### config.mk
export PLATFORM = sky130hd
export DESIGN_NAME = exp_scale_square_taylor_top
export DESIGN_NICKNAME = d
export VERILOG_FILES = /design/src/rtl/esst_pkg.sv /design/src/rtl/esst_mul.sv /design/src/rtl/esst_dpath.sv /design/src/rtl/esst_ctrl.sv /design/src/rtl/exp_scale_square_taylor_top.sv
export SDC_FILE = /design/constraint.sdc
export NUM_CORES = 2
export LEC_CHECK = 0
export ABC_AREA = 1
export BUFFER_PORTS_ARGS = -buffer_cell sky130_fd_sc_hd__buf_2
export CORE_ASPECT_RATIO = 1.1
export CORE_UTILIZATION = 41
export CTS_CLUSTER_DIAMETER = 30
export CTS_CLUSTER_SIZE = 24
export DETAILED_ROUTE_END_ITERATION = 10
export PLACE_DENSITY = 0.52
export SYNTH_ARGS = -nofsm -noshare
export SYNTH_HDL_FRONTEND = slang
export SYNTH_HIERARCHICAL = 1
export SYNTH_SLANG_ARGS = --single-unit
### constraint.sdc
create_clock -name clk -period 17.4 [get_ports clk]
set_input_delay 0 -clock clk [delete_from_list [all_inputs] [get_ports clk]]
set_output_delay 0 -clock clk [all_outputs]
set_load 0.03 [all_outputs]
### src/rtl/esst_pkg.sv
`default_nettype none

package esst_pkg;

  // Fixed field widths.
  localparam int unsigned X_W = 20;
  localparam int unsigned RES_W = 32;

  // Internal datapath widths.
  localparam int unsigned R_W = 36;     // |x| in Q32, up to 8.0
  localparam int unsigned H_W = 48;     // Horner and squaring value, Q32
  localparam int unsigned K_W = 3;      // halving count, at most six
  localparam int unsigned N_W = 31;     // Horner dividend
  localparam int unsigned Q_W = 21;     // reciprocal quotient bits
  localparam int unsigned MUL_W = 32;   // shared multiplier operand width

  // Default number of series terms.
  localparam int unsigned TAYLOR_TERMS_DEF = 10;

  // Q32 constants.
  localparam logic [H_W-1:0] ONE_Q32 = H_W'(64'h1_0000_0000);
  localparam logic [R_W-1:0] EIGHTH_Q32 = R_W'(64'h2000_0000);
  localparam logic [H_W-1:0] RECIP_BIAS = H_W'(64'h8000_0000);

  // Sequencing counts.
  localparam int unsigned LMUL_LAST = 4;
  localparam int unsigned DIV_STEPS = Q_W;
  localparam int unsigned CNT_W = $clog2(DIV_STEPS);
  localparam int unsigned STEP_W = 3;

  // Reciprocals floor((2^32 - 1) / i) for the Horner divisors.
  localparam int unsigned RECIP_DEPTH = 32;
  localparam int unsigned RECIP_IDX_W = $clog2(RECIP_DEPTH);
  localparam logic [MUL_W-1:0] RECIP_TABLE [RECIP_DEPTH] = '{
    32'd0,
    32'hFFFF_FFFF / 32'd1,  32'hFFFF_FFFF / 32'd2,  32'hFFFF_FFFF / 32'd3,
    32'hFFFF_FFFF / 32'd4,  32'hFFFF_FFFF / 32'd5,  32'hFFFF_FFFF / 32'd6,
    32'hFFFF_FFFF / 32'd7,  32'hFFFF_FFFF / 32'd8,  32'hFFFF_FFFF / 32'd9,
    32'hFFFF_FFFF / 32'd10, 32'hFFFF_FFFF / 32'd11, 32'hFFFF_FFFF / 32'd12,
    32'hFFFF_FFFF / 32'd13, 32'hFFFF_FFFF / 32'd14, 32'hFFFF_FFFF / 32'd15,
    32'hFFFF_FFFF / 32'd16,
    32'd0, 32'd0, 32'd0, 32'd0, 32'd0, 32'd0, 32'd0, 32'd0,
    32'd0, 32'd0, 32'd0, 32'd0, 32'd0, 32'd0, 32'd0
  };

  // Datapath operations.
  typedef enum logic [3:0] {
    OP_NONE,
    OP_LOAD,
    OP_SHIFT,
    OP_MUL_RH,
    OP_MUL_HH,
    OP_HN,
    OP_HQEST,
    OP_HQI,
    OP_HCORR,
    OP_HUPD,
    OP_SQUPD,
    OP_DINIT,
    OP_DSTEP,
    OP_RESULT
  } op_t;

  typedef struct packed {
    op_t               op;
    logic [STEP_W-1:0] step;
  } cmd_t;

  typedef struct packed {
    logic r_big;
    logic i_one;
    logic k_zero;
    logic neg;
  } sts_t;

endpackage

`default_nettype wire

### src/rtl/esst_mul.sv
`default_nettype none

module esst_mul
  import esst_pkg::*;
(
  input  wire logic                 clk,
  input  wire logic [MUL_W-1:0]     a,
  input  wire logic [MUL_W-1:0]     b,
  output logic      [2*MUL_W-1:0]   prod
);

  // Unsigned product, registered before any use.
  always_ff @(posedge clk) begin
    prod <= (2*MUL_W)'(a) * (2*MUL_W)'(b);
  end

endmodule

`default_nettype wire

### src/rtl/esst_dpath.sv
`default_nettype none

module esst_dpath
  import esst_pkg::*;
#(
  parameter int unsigned TAYLOR_TERMS = TAYLOR_TERMS_DEF
)
(
  input  wire logic                  clk,
  input  wire cmd_t                  cmd,
  input  wire logic signed [X_W-1:0] x_value,
  output sts_t                       sts,
  output logic [RES_W-1:0]           exp_result
);

  localparam int unsigned I_W = $clog2(TAYLOR_TERMS + 1);

  logic             neg;
  logic [R_W-1:0]   r;
  logic [K_W-1:0]   k;
  logic [H_W-1:0]   h;
  logic [I_W-1:0]   i;
  logic [H_W-1:0]   acc;
  logic [N_W-1:0]   nreg;
  logic [N_W-1:0]   qreg;
  logic             corr;
  logic [H_W-1:0]   rem;
  logic [Q_W-1:0]   dlow;
  logic [Q_W-1:0]   quo;

  logic [MUL_W-1:0]   ma;
  logic [MUL_W-1:0]   mb;
  logic [2*MUL_W-1:0] mprod;

  logic [H_W-1:0]   opa;
  logic [X_W-1:0]   mag;
  logic [MUL_W+1:0] round_lo;
  logic [MUL_W:0]   qi_plus;
  logic [H_W:0]     rem2;
  logic [RES_W+4:0] pos_res;
  logic [RES_W-1:0] pos_sat;

  // Shared multiplier.
  esst_mul u_mul (
    .clk  (clk),
    .a    (ma),
    .b    (mb),
    .prod (mprod)
  );

  // Magnitude of the argument; the most negative code maps to 8.0.
  assign mag = x_value[X_W-1] ? (~x_value + X_W'(1)) : x_value;

  // First operand of the long multiply.
  assign opa = (cmd.op == OP_MUL_RH) ? H_W'(r) : h;

  // Multiplier operand selection for the current step.
  always_comb begin
    ma = '0;
    mb = '0;
    case (cmd.op)
      OP_MUL_RH, OP_MUL_HH: begin
        case (cmd.step)
          3'd0: begin
            ma = opa[MUL_W-1:0];
            mb = h[MUL_W-1:0];
          end
          3'd1: begin
            ma = MUL_W'(opa[H_W-1:MUL_W]);
            mb = h[MUL_W-1:0];
          end
          3'd2: begin
            ma = opa[MUL_W-1:0];
            mb = MUL_W'(h[H_W-1:MUL_W]);
          end
          3'd3: begin
            ma = MUL_W'(opa[H_W-1:MUL_W]);
            mb = MUL_W'(h[H_W-1:MUL_W]);
          end
          default: begin
            ma = '0;
            mb = '0;
          end
        endcase
      end
      OP_HQEST: begin
        ma = MUL_W'(nreg);
        mb = RECIP_TABLE[RECIP_IDX_W'(i)];
      end
      OP_HQI: begin
        ma = mprod[2*MUL_W-1:MUL_W];
        mb = MUL_W'(i);
      end
      default: begin
        ma = '0;
        mb = '0;
      end
    endcase
  end

  // Rounded upper half of the low partial product.
  assign round_lo = (MUL_W+2)'(mprod[2*MUL_W-1:MUL_W-1]) + (MUL_W+2)'(1);

  // Quotient estimate times divisor, plus divisor, for the correction test.
  assign qi_plus = (MUL_W+1)'(mprod[MUL_W-1:0]) + (MUL_W+1)'(i);

  // One restoring division step.
  assign rem2 = {rem, dlow[Q_W-1]};

  // Positive result: round Q32 to Q20 and saturate.
  assign pos_res = (RES_W+5)'(h[H_W-1:12]) + (RES_W+5)'(h[11]);
  assign pos_sat = (pos_res[RES_W+4:RES_W] != '0) ? '1 : pos_res[RES_W-1:0];

  // Datapath registers.
  always_ff @(posedge clk) begin
    case (cmd.op)
      OP_LOAD: begin
        neg <= x_value[X_W-1];
        r   <= {mag, 16'd0};
        k   <= '0;
        h   <= ONE_Q32;
        i   <= I_W'(TAYLOR_TERMS);
      end
      OP_SHIFT: begin
        r <= r >> 1;
        k <= k + K_W'(1);
      end
      OP_MUL_RH, OP_MUL_HH: begin
        case (cmd.step)
          3'd1: acc <= H_W'(round_lo[MUL_W+1:1]);
          3'd2: acc <= acc + mprod[H_W-1:0];
          3'd3: acc <= acc + mprod[H_W-1:0];
          3'd4: acc <= acc + {mprod[H_W-MUL_W-1:0], {MUL_W{1'b0}}};
          default: acc <= acc;
        endcase
      end
      OP_HN: begin
        nreg <= acc[N_W-1:0] + N_W'(i >> 1);
      end
      OP_HQI: begin
        qreg <= mprod[MUL_W+N_W-1:MUL_W];
      end
      OP_HCORR: begin
        corr <= ((MUL_W+1)'(nreg) >= qi_plus);
      end
      OP_HUPD: begin
        h <= ONE_Q32 + H_W'(qreg) + H_W'(corr);
        i <= i - I_W'(1);
      end
      OP_SQUPD: begin
        h <= acc;
        k <= k - K_W'(1);
      end
      OP_DINIT: begin
        rem  <= RECIP_BIAS + H_W'(h[H_W-1:Q_W+1]);
        dlow <= h[Q_W:1];
        quo  <= '0;
      end
      OP_DSTEP: begin
        dlow <= dlow << 1;
        if (rem2 >= {1'b0, h}) begin
          rem <= H_W'(rem2 - {1'b0, h});
          quo <= {quo[Q_W-2:0], 1'b1};
        end else begin
          rem <= rem2[H_W-1:0];
          quo <= {quo[Q_W-2:0], 1'b0};
        end
      end
      OP_RESULT: begin
        exp_result <= neg ? RES_W'(quo) : pos_sat;
      end
      default: begin
        neg <= neg;
      end
    endcase
  end

  // Status to the controller.
  assign sts.r_big  = (r > EIGHTH_Q32);
  assign sts.i_one  = (i == I_W'(1));
  assign sts.k_zero = (k == '0);
  assign sts.neg    = neg;

endmodule

`default_nettype wire

### src/rtl/esst_ctrl.sv
`default_nettype none

module esst_ctrl
  import esst_pkg::*;
(
  input  wire logic clk,
  input  wire logic rst,
  input  wire logic in_valid,
  output logic      in_stall,
  output logic      out_valid,
  input  wire logic out_stall,
  input  wire sts_t sts,
  output cmd_t      cmd
);

  typedef enum logic [3:0] {
    S_IDLE,
    S_REDUCE,
    S_LMUL,
    S_HN,
    S_HQEST,
    S_HQI,
    S_HCORR,
    S_HUPD,
    S_SQCHK,
    S_SQUPD,
    S_DINIT,
    S_DSTEP,
    S_DONE
  } state_t;

  state_t           state;
  logic [CNT_W-1:0] cnt;
  logic             sq_phase;
  logic             out_free;

  // The output register is free when empty or being emptied.
  assign out_free = !out_valid || !out_stall;

  // No request is taken while in reset or while one is being worked on.
  assign in_stall = rst || (state != S_IDLE);

  // Commands to the datapath.
  always_comb begin
    cmd.op   = OP_NONE;
    cmd.step = cnt[STEP_W-1:0];
    case (state)
      S_IDLE:   cmd.op = in_valid ? OP_LOAD : OP_NONE;
      S_REDUCE: cmd.op = sts.r_big ? OP_SHIFT : OP_NONE;
      S_LMUL:   cmd.op = sq_phase ? OP_MUL_HH : OP_MUL_RH;
      S_HN:     cmd.op = OP_HN;
      S_HQEST:  cmd.op = OP_HQEST;
      S_HQI:    cmd.op = OP_HQI;
      S_HCORR:  cmd.op = OP_HCORR;
      S_HUPD:   cmd.op = OP_HUPD;
      S_SQUPD:  cmd.op = OP_SQUPD;
      S_DINIT:  cmd.op = OP_DINIT;
      S_DSTEP:  cmd.op = OP_DSTEP;
      S_DONE:   cmd.op = out_free ? OP_RESULT : OP_NONE;
      default:  cmd.op = OP_NONE;
    endcase
  end

  // Sequencer state and output valid.
  always_ff @(posedge clk) begin
    if (rst) begin
      state     <= S_IDLE;
      cnt       <= '0;
      sq_phase  <= 1'b0;
      out_valid <= 1'b0;
    end else begin
      // A taken result empties the output register unless a new one lands.
      if (out_valid && !out_stall && (state != S_DONE)) begin
        out_valid <= 1'b0;
      end
      case (state)
        S_IDLE: begin
          if (in_valid) begin
            state    <= S_REDUCE;
            sq_phase <= 1'b0;
            cnt      <= '0;
          end
        end
        S_REDUCE: begin
          if (!sts.r_big) begin
            state <= S_LMUL;
          end
        end
        S_LMUL: begin
          if (cnt == CNT_W'(LMUL_LAST)) begin
            cnt   <= '0;
            state <= sq_phase ? S_SQUPD : S_HN;
          end else begin
            cnt <= cnt + CNT_W'(1);
          end
        end
        S_HN:    state <= S_HQEST;
        S_HQEST: state <= S_HQI;
        S_HQI:   state <= S_HCORR;
        S_HCORR: state <= S_HUPD;
        S_HUPD: begin
          if (sts.i_one) begin
            state    <= S_SQCHK;
            sq_phase <= 1'b1;
          end else begin
            state <= S_LMUL;
          end
        end
        S_SQCHK: begin
          if (sts.k_zero) begin
            state <= sts.neg ? S_DINIT : S_DONE;
          end else begin
            state <= S_LMUL;
          end
        end
        S_SQUPD: state <= S_SQCHK;
        S_DINIT: begin
          state <= S_DSTEP;
          cnt   <= '0;
        end
        S_DSTEP: begin
          if (cnt == CNT_W'(DIV_STEPS - 1)) begin
            cnt   <= '0;
            state <= S_DONE;
          end else begin
            cnt <= cnt + CNT_W'(1);
          end
        end
        S_DONE: begin
          if (out_free) begin
            out_valid <= 1'b1;
            state     <= S_IDLE;
          end
        end
        default: state <= S_IDLE;
      endcase
    end
  end

endmodule

`default_nettype wire

### src/rtl/exp_scale_square_taylor_top.sv
// Computes e^x for a signed Q4.16 request on x_value and returns an unsigned
// Q12.20 exp_result by scaling and squaring: |x| is halved until it is at most
// 1/8, a Taylor series of TAYLOR_TERMS terms is evaluated in Horner form, the
// result is squared once per halving, and for a negative argument the
// reciprocal is taken by a restoring divider producing one quotient bit per
// cycle. One request is worked on at a time. Every multiply goes through the
// single 32x32 multiplier: each wide Q32 product is built from four partial
// products, and each Horner division is a multiply by a reciprocal plus a
// correction. A finished result waits in the output register while the next
// request is taken.
`default_nettype none

module exp_scale_square_taylor_top
  import esst_pkg::*;
#(
  parameter int unsigned TAYLOR_TERMS = TAYLOR_TERMS_DEF
)
(
  input  wire logic                  clk,
  input  wire logic                  rst,
  input  wire logic                  in_valid,
  output logic                       in_stall,
  input  wire logic signed [X_W-1:0] x_value,
  output logic                       out_valid,
  input  wire logic                  out_stall,
  output logic [RES_W-1:0]           exp_result
);

  cmd_t cmd;
  sts_t sts;

  // Sequencer.
  esst_ctrl u_ctrl (
    .clk       (clk),
    .rst       (rst),
    .in_valid  (in_valid),
    .in_stall  (in_stall),
    .out_valid (out_valid),
    .out_stall (out_stall),
    .sts       (sts),
    .cmd       (cmd)
  );

  // Arithmetic and result register.
  esst_dpath #(
    .TAYLOR_TERMS (TAYLOR_TERMS)
  ) u_dpath (
    .clk        (clk),
    .cmd        (cmd),
    .x_value    (x_value),
    .sts        (sts),
    .exp_result (exp_result)
  );

endmodule

`default_nettype wire
==> Word-level counts from Yosys, hierarchy flattened <==
Memory sizes are Yosys's and may differ from the RTL's.
Index checks and enable logic that the tools add are counted.
{ "word_totals": {"reg_bits": 400, "n_memories": 1, "latchBits": 0, "rom_bits": 1024, "ram_bits": 0} }
{ "mem_list": {"columns": ["name", "words", "word_bits", "rd", "rd_clocked_by_memory_dff", "wr", "line", "text"], "rows": [
  ["(name not given)", 32, 32, 1, 0, 0, "esst_dpath.sv:88", "mb = RECIP_TABLE[RECIP_IDX_W'(i)];"]
]} }
{ "classes": {"n_bitwise": 2, "add_sub_neg": 15, "n_lt_le_gt_ge": 4, "mul": 1, "n_div": 0, "n_reduce_logical": 28, "mux": 45, "shift": 0, "eq_ne": 39} }
{ "op_table": {"columns": ["operator", "count"], "rows": [
  ["48-bit one-hot mux with 3 select lines", 2],
  ["32-bit one-hot mux with 3 select lines", 2],
  ["32-bit one-hot mux with 2 select lines", 2],
  ["48-bit adder", 2],
  ["32-bit 2-to-1 mux", 3],
  ["48-bit 2-to-1 mux", 2],
  ["48-bit one-hot mux with 2 select lines", 1],
  ["21-bit one-hot mux with 2 select lines", 2],
  ["36-bit one-hot mux with 2 select lines", 1],
  ["32-bit by 32-bit multiplier with 64-bit output", 1],
  ["4-bit one-hot mux with 13 select lines", 1],
  ["49-bit by 48-bit >= comparator with 1-bit output", 1],
  ["48-bit by 1-bit adder with 48-bit output", 1],
  ["4-bit one-hot mux with 12 select lines", 1],
  ["48-bit subtractor", 1],
  ["4-bit equality test (second input constant)", 11],
  ["36-bit by 1-bit adder with 37-bit output", 1],
  ["36-bit by 30-bit greater-than comparator with 1-bit output (second input constant)", 1],
  ["4-bit 2-to-1 mux", 9],
  ["33-bit by 1-bit adder with 34-bit output (second input constant)", 1],
  ["33-bit by 31-bit adder with 34-bit output (first input constant)", 1],
  ["32-bit by 26-bit adder with 33-bit output (first input constant)", 1],
  ["32-bit by 4-bit adder with 33-bit output", 1],
  ["31-bit by 33-bit >= comparator with 1-bit output", 1],
  ["other kinds (43)", 84]
]} }

==> Depth between registers and ports, before layout <==
{ "logic_depth": {"word_depth": 9, "ltp_mapped": 48} }

==> By module <==
The synthesis kept the hierarchy.
{ "modules_own_cells": {"columns": ["mod", "area_each_um2", "seq_area_each_um2", "cells_each", "instances"], "rows": [
  ["esst_mul", 37395.9, 1281.2, 5040, 1],
  ["esst_dpath", 28817.6, 9759.4, 4225, 1],
  ["esst_ctrl", 969.7, 220.2, 156, 1]
]} }

==> Worst setup path after synthesis <==
Ideal clock, no wire load.
{ "synth_path": {"path_type": "reg-to-reg", "start": "register u_ctrl.out_valid", "end": "register u_dpath.u_mul.prod[60]", "period_less_slack_ps": 9514, "setup_ps": 112, "t_arrival_ps": 9402, "path_stages_with_launch": 38, "setup_slack_ps": 7886, "cell_sequence": "dfxtp_1 nand2_1 nand3_1 nand2_1 inv_1 o211ai_1 nor2_1 inv_1 nor2_1 inv_1 clkbuf_1 o211ai_1 clkbuf_1 nand2_1 fa_1 inv_1 fa_1 fa_1 [... 2 more ...] inv_1 fa_1 fa_1 fa_1 inv_1 fa_1 inv_1 ha_1 nand2_1 inv_1 a21oi_1 nand2_1 nand2_1 nand2_1 a21oi_1 nand2_1 nand2_1 nand2_1"} }
{ "synth_lines": {"columns": ["item", "line", "text"], "rows": [
  ["start: declaration", "esst_ctrl.sv:10", "output logic out_valid,"],
  ["start signal: assignment", "esst_ctrl.sv:70", "out_valid <= 1'b0;"],
  ["start signal: assignment", "esst_ctrl.sv:74", "out_valid <= 1'b0;"],
  ["start signal: assignment", "esst_ctrl.sv:131", "out_valid <= 1'b1;"],
  ["end signal: assignment", "esst_mul.sv:14", "prod <= (2*MUL_W)'(a) * (2*MUL_W)'(b);"],
  ["end: declaration", "esst_mul.sv:9", "output logic [2*MUL_W-1:0] prod"]
]} }

==> impl_metrics.ini <==
[synthesis]
synth_ff_type = edfxtp_1
synth.avg_cell_area_um2 = 7.13
synth_seq_cells = 400
synth-warning-count = 6
synth_cells = 9421
ys_seq_area_share_pct = 16.8
syn-num-nets = 10800
syn-cell-area_um2 = 67200
synth_edf_count = 325
async_reset_ff_share_pct = 0
yosys.cell_types.count = 60

[pwr]
peakVddDrop_mv = 0.103
seqPwrFrac_pct = 18.7
power.net_switching_mw = 4.99
comb_power_share_pct = 57.5
p_leak_nw = 41.0
p_int_mw = 4.20
sw_frac_of_total_pct = 54.3
power_density_nw_per_um2 = 123
p_clk_share_pct = 23.8

[min_path]
min_path_type = in -> reg
hold_end = u_ctrl/state[2]
hold_path_depth = 3
worstHoldStart = rst

[sta]
fin_crit_sh_pct = 63.8
skew_ps = 69.9
rsz0062_at_grt = false
setup_tns_ps = 0
layout_min_cycle_time_ps = 11100
clock.fmax_ghz = 0.0901
holdWs_ps = 117
worst_pin_slew_ps = 1180
maxSlewViolCount = 0
setup_violations = 0
fin_ws_ps = 6300
hold_viol = 0
slew-limit-headroom_pct = 21.0

[critical_path]
crit_top_cell = fa_1
end_kind = register
max_stage_delay_ps = 920
cp.required_ps = 17980
rr_endpoint = u_dpath/u_mul/prod[48]
r2r_slack_ps = 6300
crit_arrival_ps = 11680
crit_fanout = 65
startpoint = u_dpath/r[29]
cp-start-kind = register
cp_slowest_cell = o21ai_4
r2r-start = u_dpath/r[29]
criticalPathCategory = reg -> reg
ff2ff_path_depth = 37

[clock_tree]
cts_tree = built
htree_levels = 3
clock_latency_ps = 750
cts_root_buf = clkbuf_16
cts_buffers = 117
cts.path.max_buffers = 3
cts_resized = 0
path_clk_slew_ps = 40
clkSinkCount = 400

[routing]
wirelength_um = 266000
ant_nets = 0
viasPerCell = 5.21
drc = 0
dr.pass1.iters = 6
wire_per_inst_um = 22.8
vias = 60800
drtIter0Drc = 5135

[die]
dieHeight_um = 427
core.rowCount = 155
die_x_um = 388
core_area_um2 = 163000
pin_count = 58
start_util_pct = 41.3
die_area_um2 = 165000

[cells_and_area]
instances_no_fill = 11700
area_delta_synth_final_pct = 10.8
finalNetCount = 10800
final_cell_mix = nand2_1, inv_1, fa_1
post-route-cell-area_um2 = 74400
layout-drive-gt1-share_pct = 5.28
mostFrequentLayoutCell = nand2_1
fillers = 16700

[run]
drv_cap = 0

[grt]
grt_antenna_before_repair = 9
grt_overflow = 0
grt_pass1_vias = 62000
grtUsageTotal_pct = 32.4
grt_pass1_wl_um = 398000
grt_max_degree = 66

[placed_design]
port_buffers = 57
pre_cts_ws_ps = 6490
dp.cells = 11400
dp.final_hpwl_um = 213000
placed_area_um2 = 70000
gp_congestion = 1.02

[outcome]
outcome = finished clean
## flip-flops by register name (all words and copies together) (netlist names)
signal / cells
u_dpath/acc: 48
u_dpath/u_mul/prod: 64
u_dpath/h: 48
u_ctrl/sq_phase: 1
u_dpath/k: 3
u_ctrl/cnt: 5
u_dpath/nreg: 31
u_dpath/corr: 1
u_dpath/exp_result: 32
u_dpath/rem: 48
u_dpath/qreg: 31
u_dpath/dlow: 21
u_ctrl/out_valid: 1
u_dpath/neg: 1
u_dpath/r: 36
u_dpath/i: 4
u_dpath/quo: 21
u_ctrl/state: 4
## cell type report
class / instances / area (µm²) / area share [%]
antenna: 2 / 5.00 / 0.00673
clock buffer: 129 / 2980 / 4.01
clock inverter: 93 / 1080 / 1.45
inverter: 2449 / 9200 / 12.4
multi-input combinational: 6281 / 45900 / 61.6
sequential: 400 / 11300 / 15.1
tap: 2119 / 2650 / 3.56
timing repair buffer: 192 / 1390 / 1.86
## repair_timing
action,in CTS,in global routing
hold buffers,35,0
buffers inserted,0,0
hold endpoints to repair,32,0
## power groups by stage
stage | Clock (mW) | Combinational (mW) | Sequential [mW]
floorplan | 0 | 3.13 | 1.48
global placement | 0 | 5.18 | 1.72
detailed placement | 0 | 5.19 | 1.72
CTS | 2.21 | 5.23 | 1.70
global route | 2.26 | 5.71 | 1.71
finish | 2.18 | 5.28 | 1.72
## cell usage after synthesis, types with 101 or more instances
library cell	n	area share, %
nand4_1	148	1.4
edfxtp_1	325	15
ha_1	426	7.9
nor3_1	101	0.75
a21oi_1	225	1.7
xor2_1	137	1.8
clkbuf_1	263	1.5
inv_1	2424	14
nor2_1	554	3.1
nand2_1	2859	16
fa_1	902	27
o21ai_0	266	2.0
nand3_1	302	2.2
## cells by family after synthesis
group	Yosys count	share of synthesized area, %
buf+inv	2740	15.5
flops	400	16.8
fa+ha+maj	1328	34.8
compound gates	649	5.41
xor+xnor	189	2.46
simple gates	4115	25.1
## worst max-delay path by stage
stage,cells after the start,slack [ps],endpoint
finish,37,6300,u_dpath/u_mul/prod[48]
global route,36,5660,u_dpath/u_mul/prod[48]
CTS,36,6410,u_dpath/u_mul/prod[48]
detailed placement,37,6490,u_dpath/u_mul/prod[48]
global placement,36,6470,u_dpath/u_mul/prod[48]
floorplan,37,7890,u_dpath/u_mul/prod[60]
## stage by stage
step,power [mW],util (%)
floorplan,4.61,-
global placement,6.89,43.1
detailed placement,6.91,43.1
CTS,9.14,45.8
global route,9.68,45.8
finish,9.18,45.8
## per-layer routing
metal / up-vias / global-route usage, % / routed length (µm)
met2: 2200 / 54.1 / 124000
met1: 29900 / 42.9 / 113000
li1: 28100 / - / -
met3: 495 / 4.19 / 17000
met4: 8 / 12.0 / 11100
met5: - / 0 / 51
## worst max-delay path: cells and delay by family, from the launching register on
kind	cells	cell delay [ps]
simple gates	16	2560
flops	1	420
buf+inv	9	1920
fa+ha+maj	9	4430
compound gates	3	1520
Power figures use the tool's default switching activity.
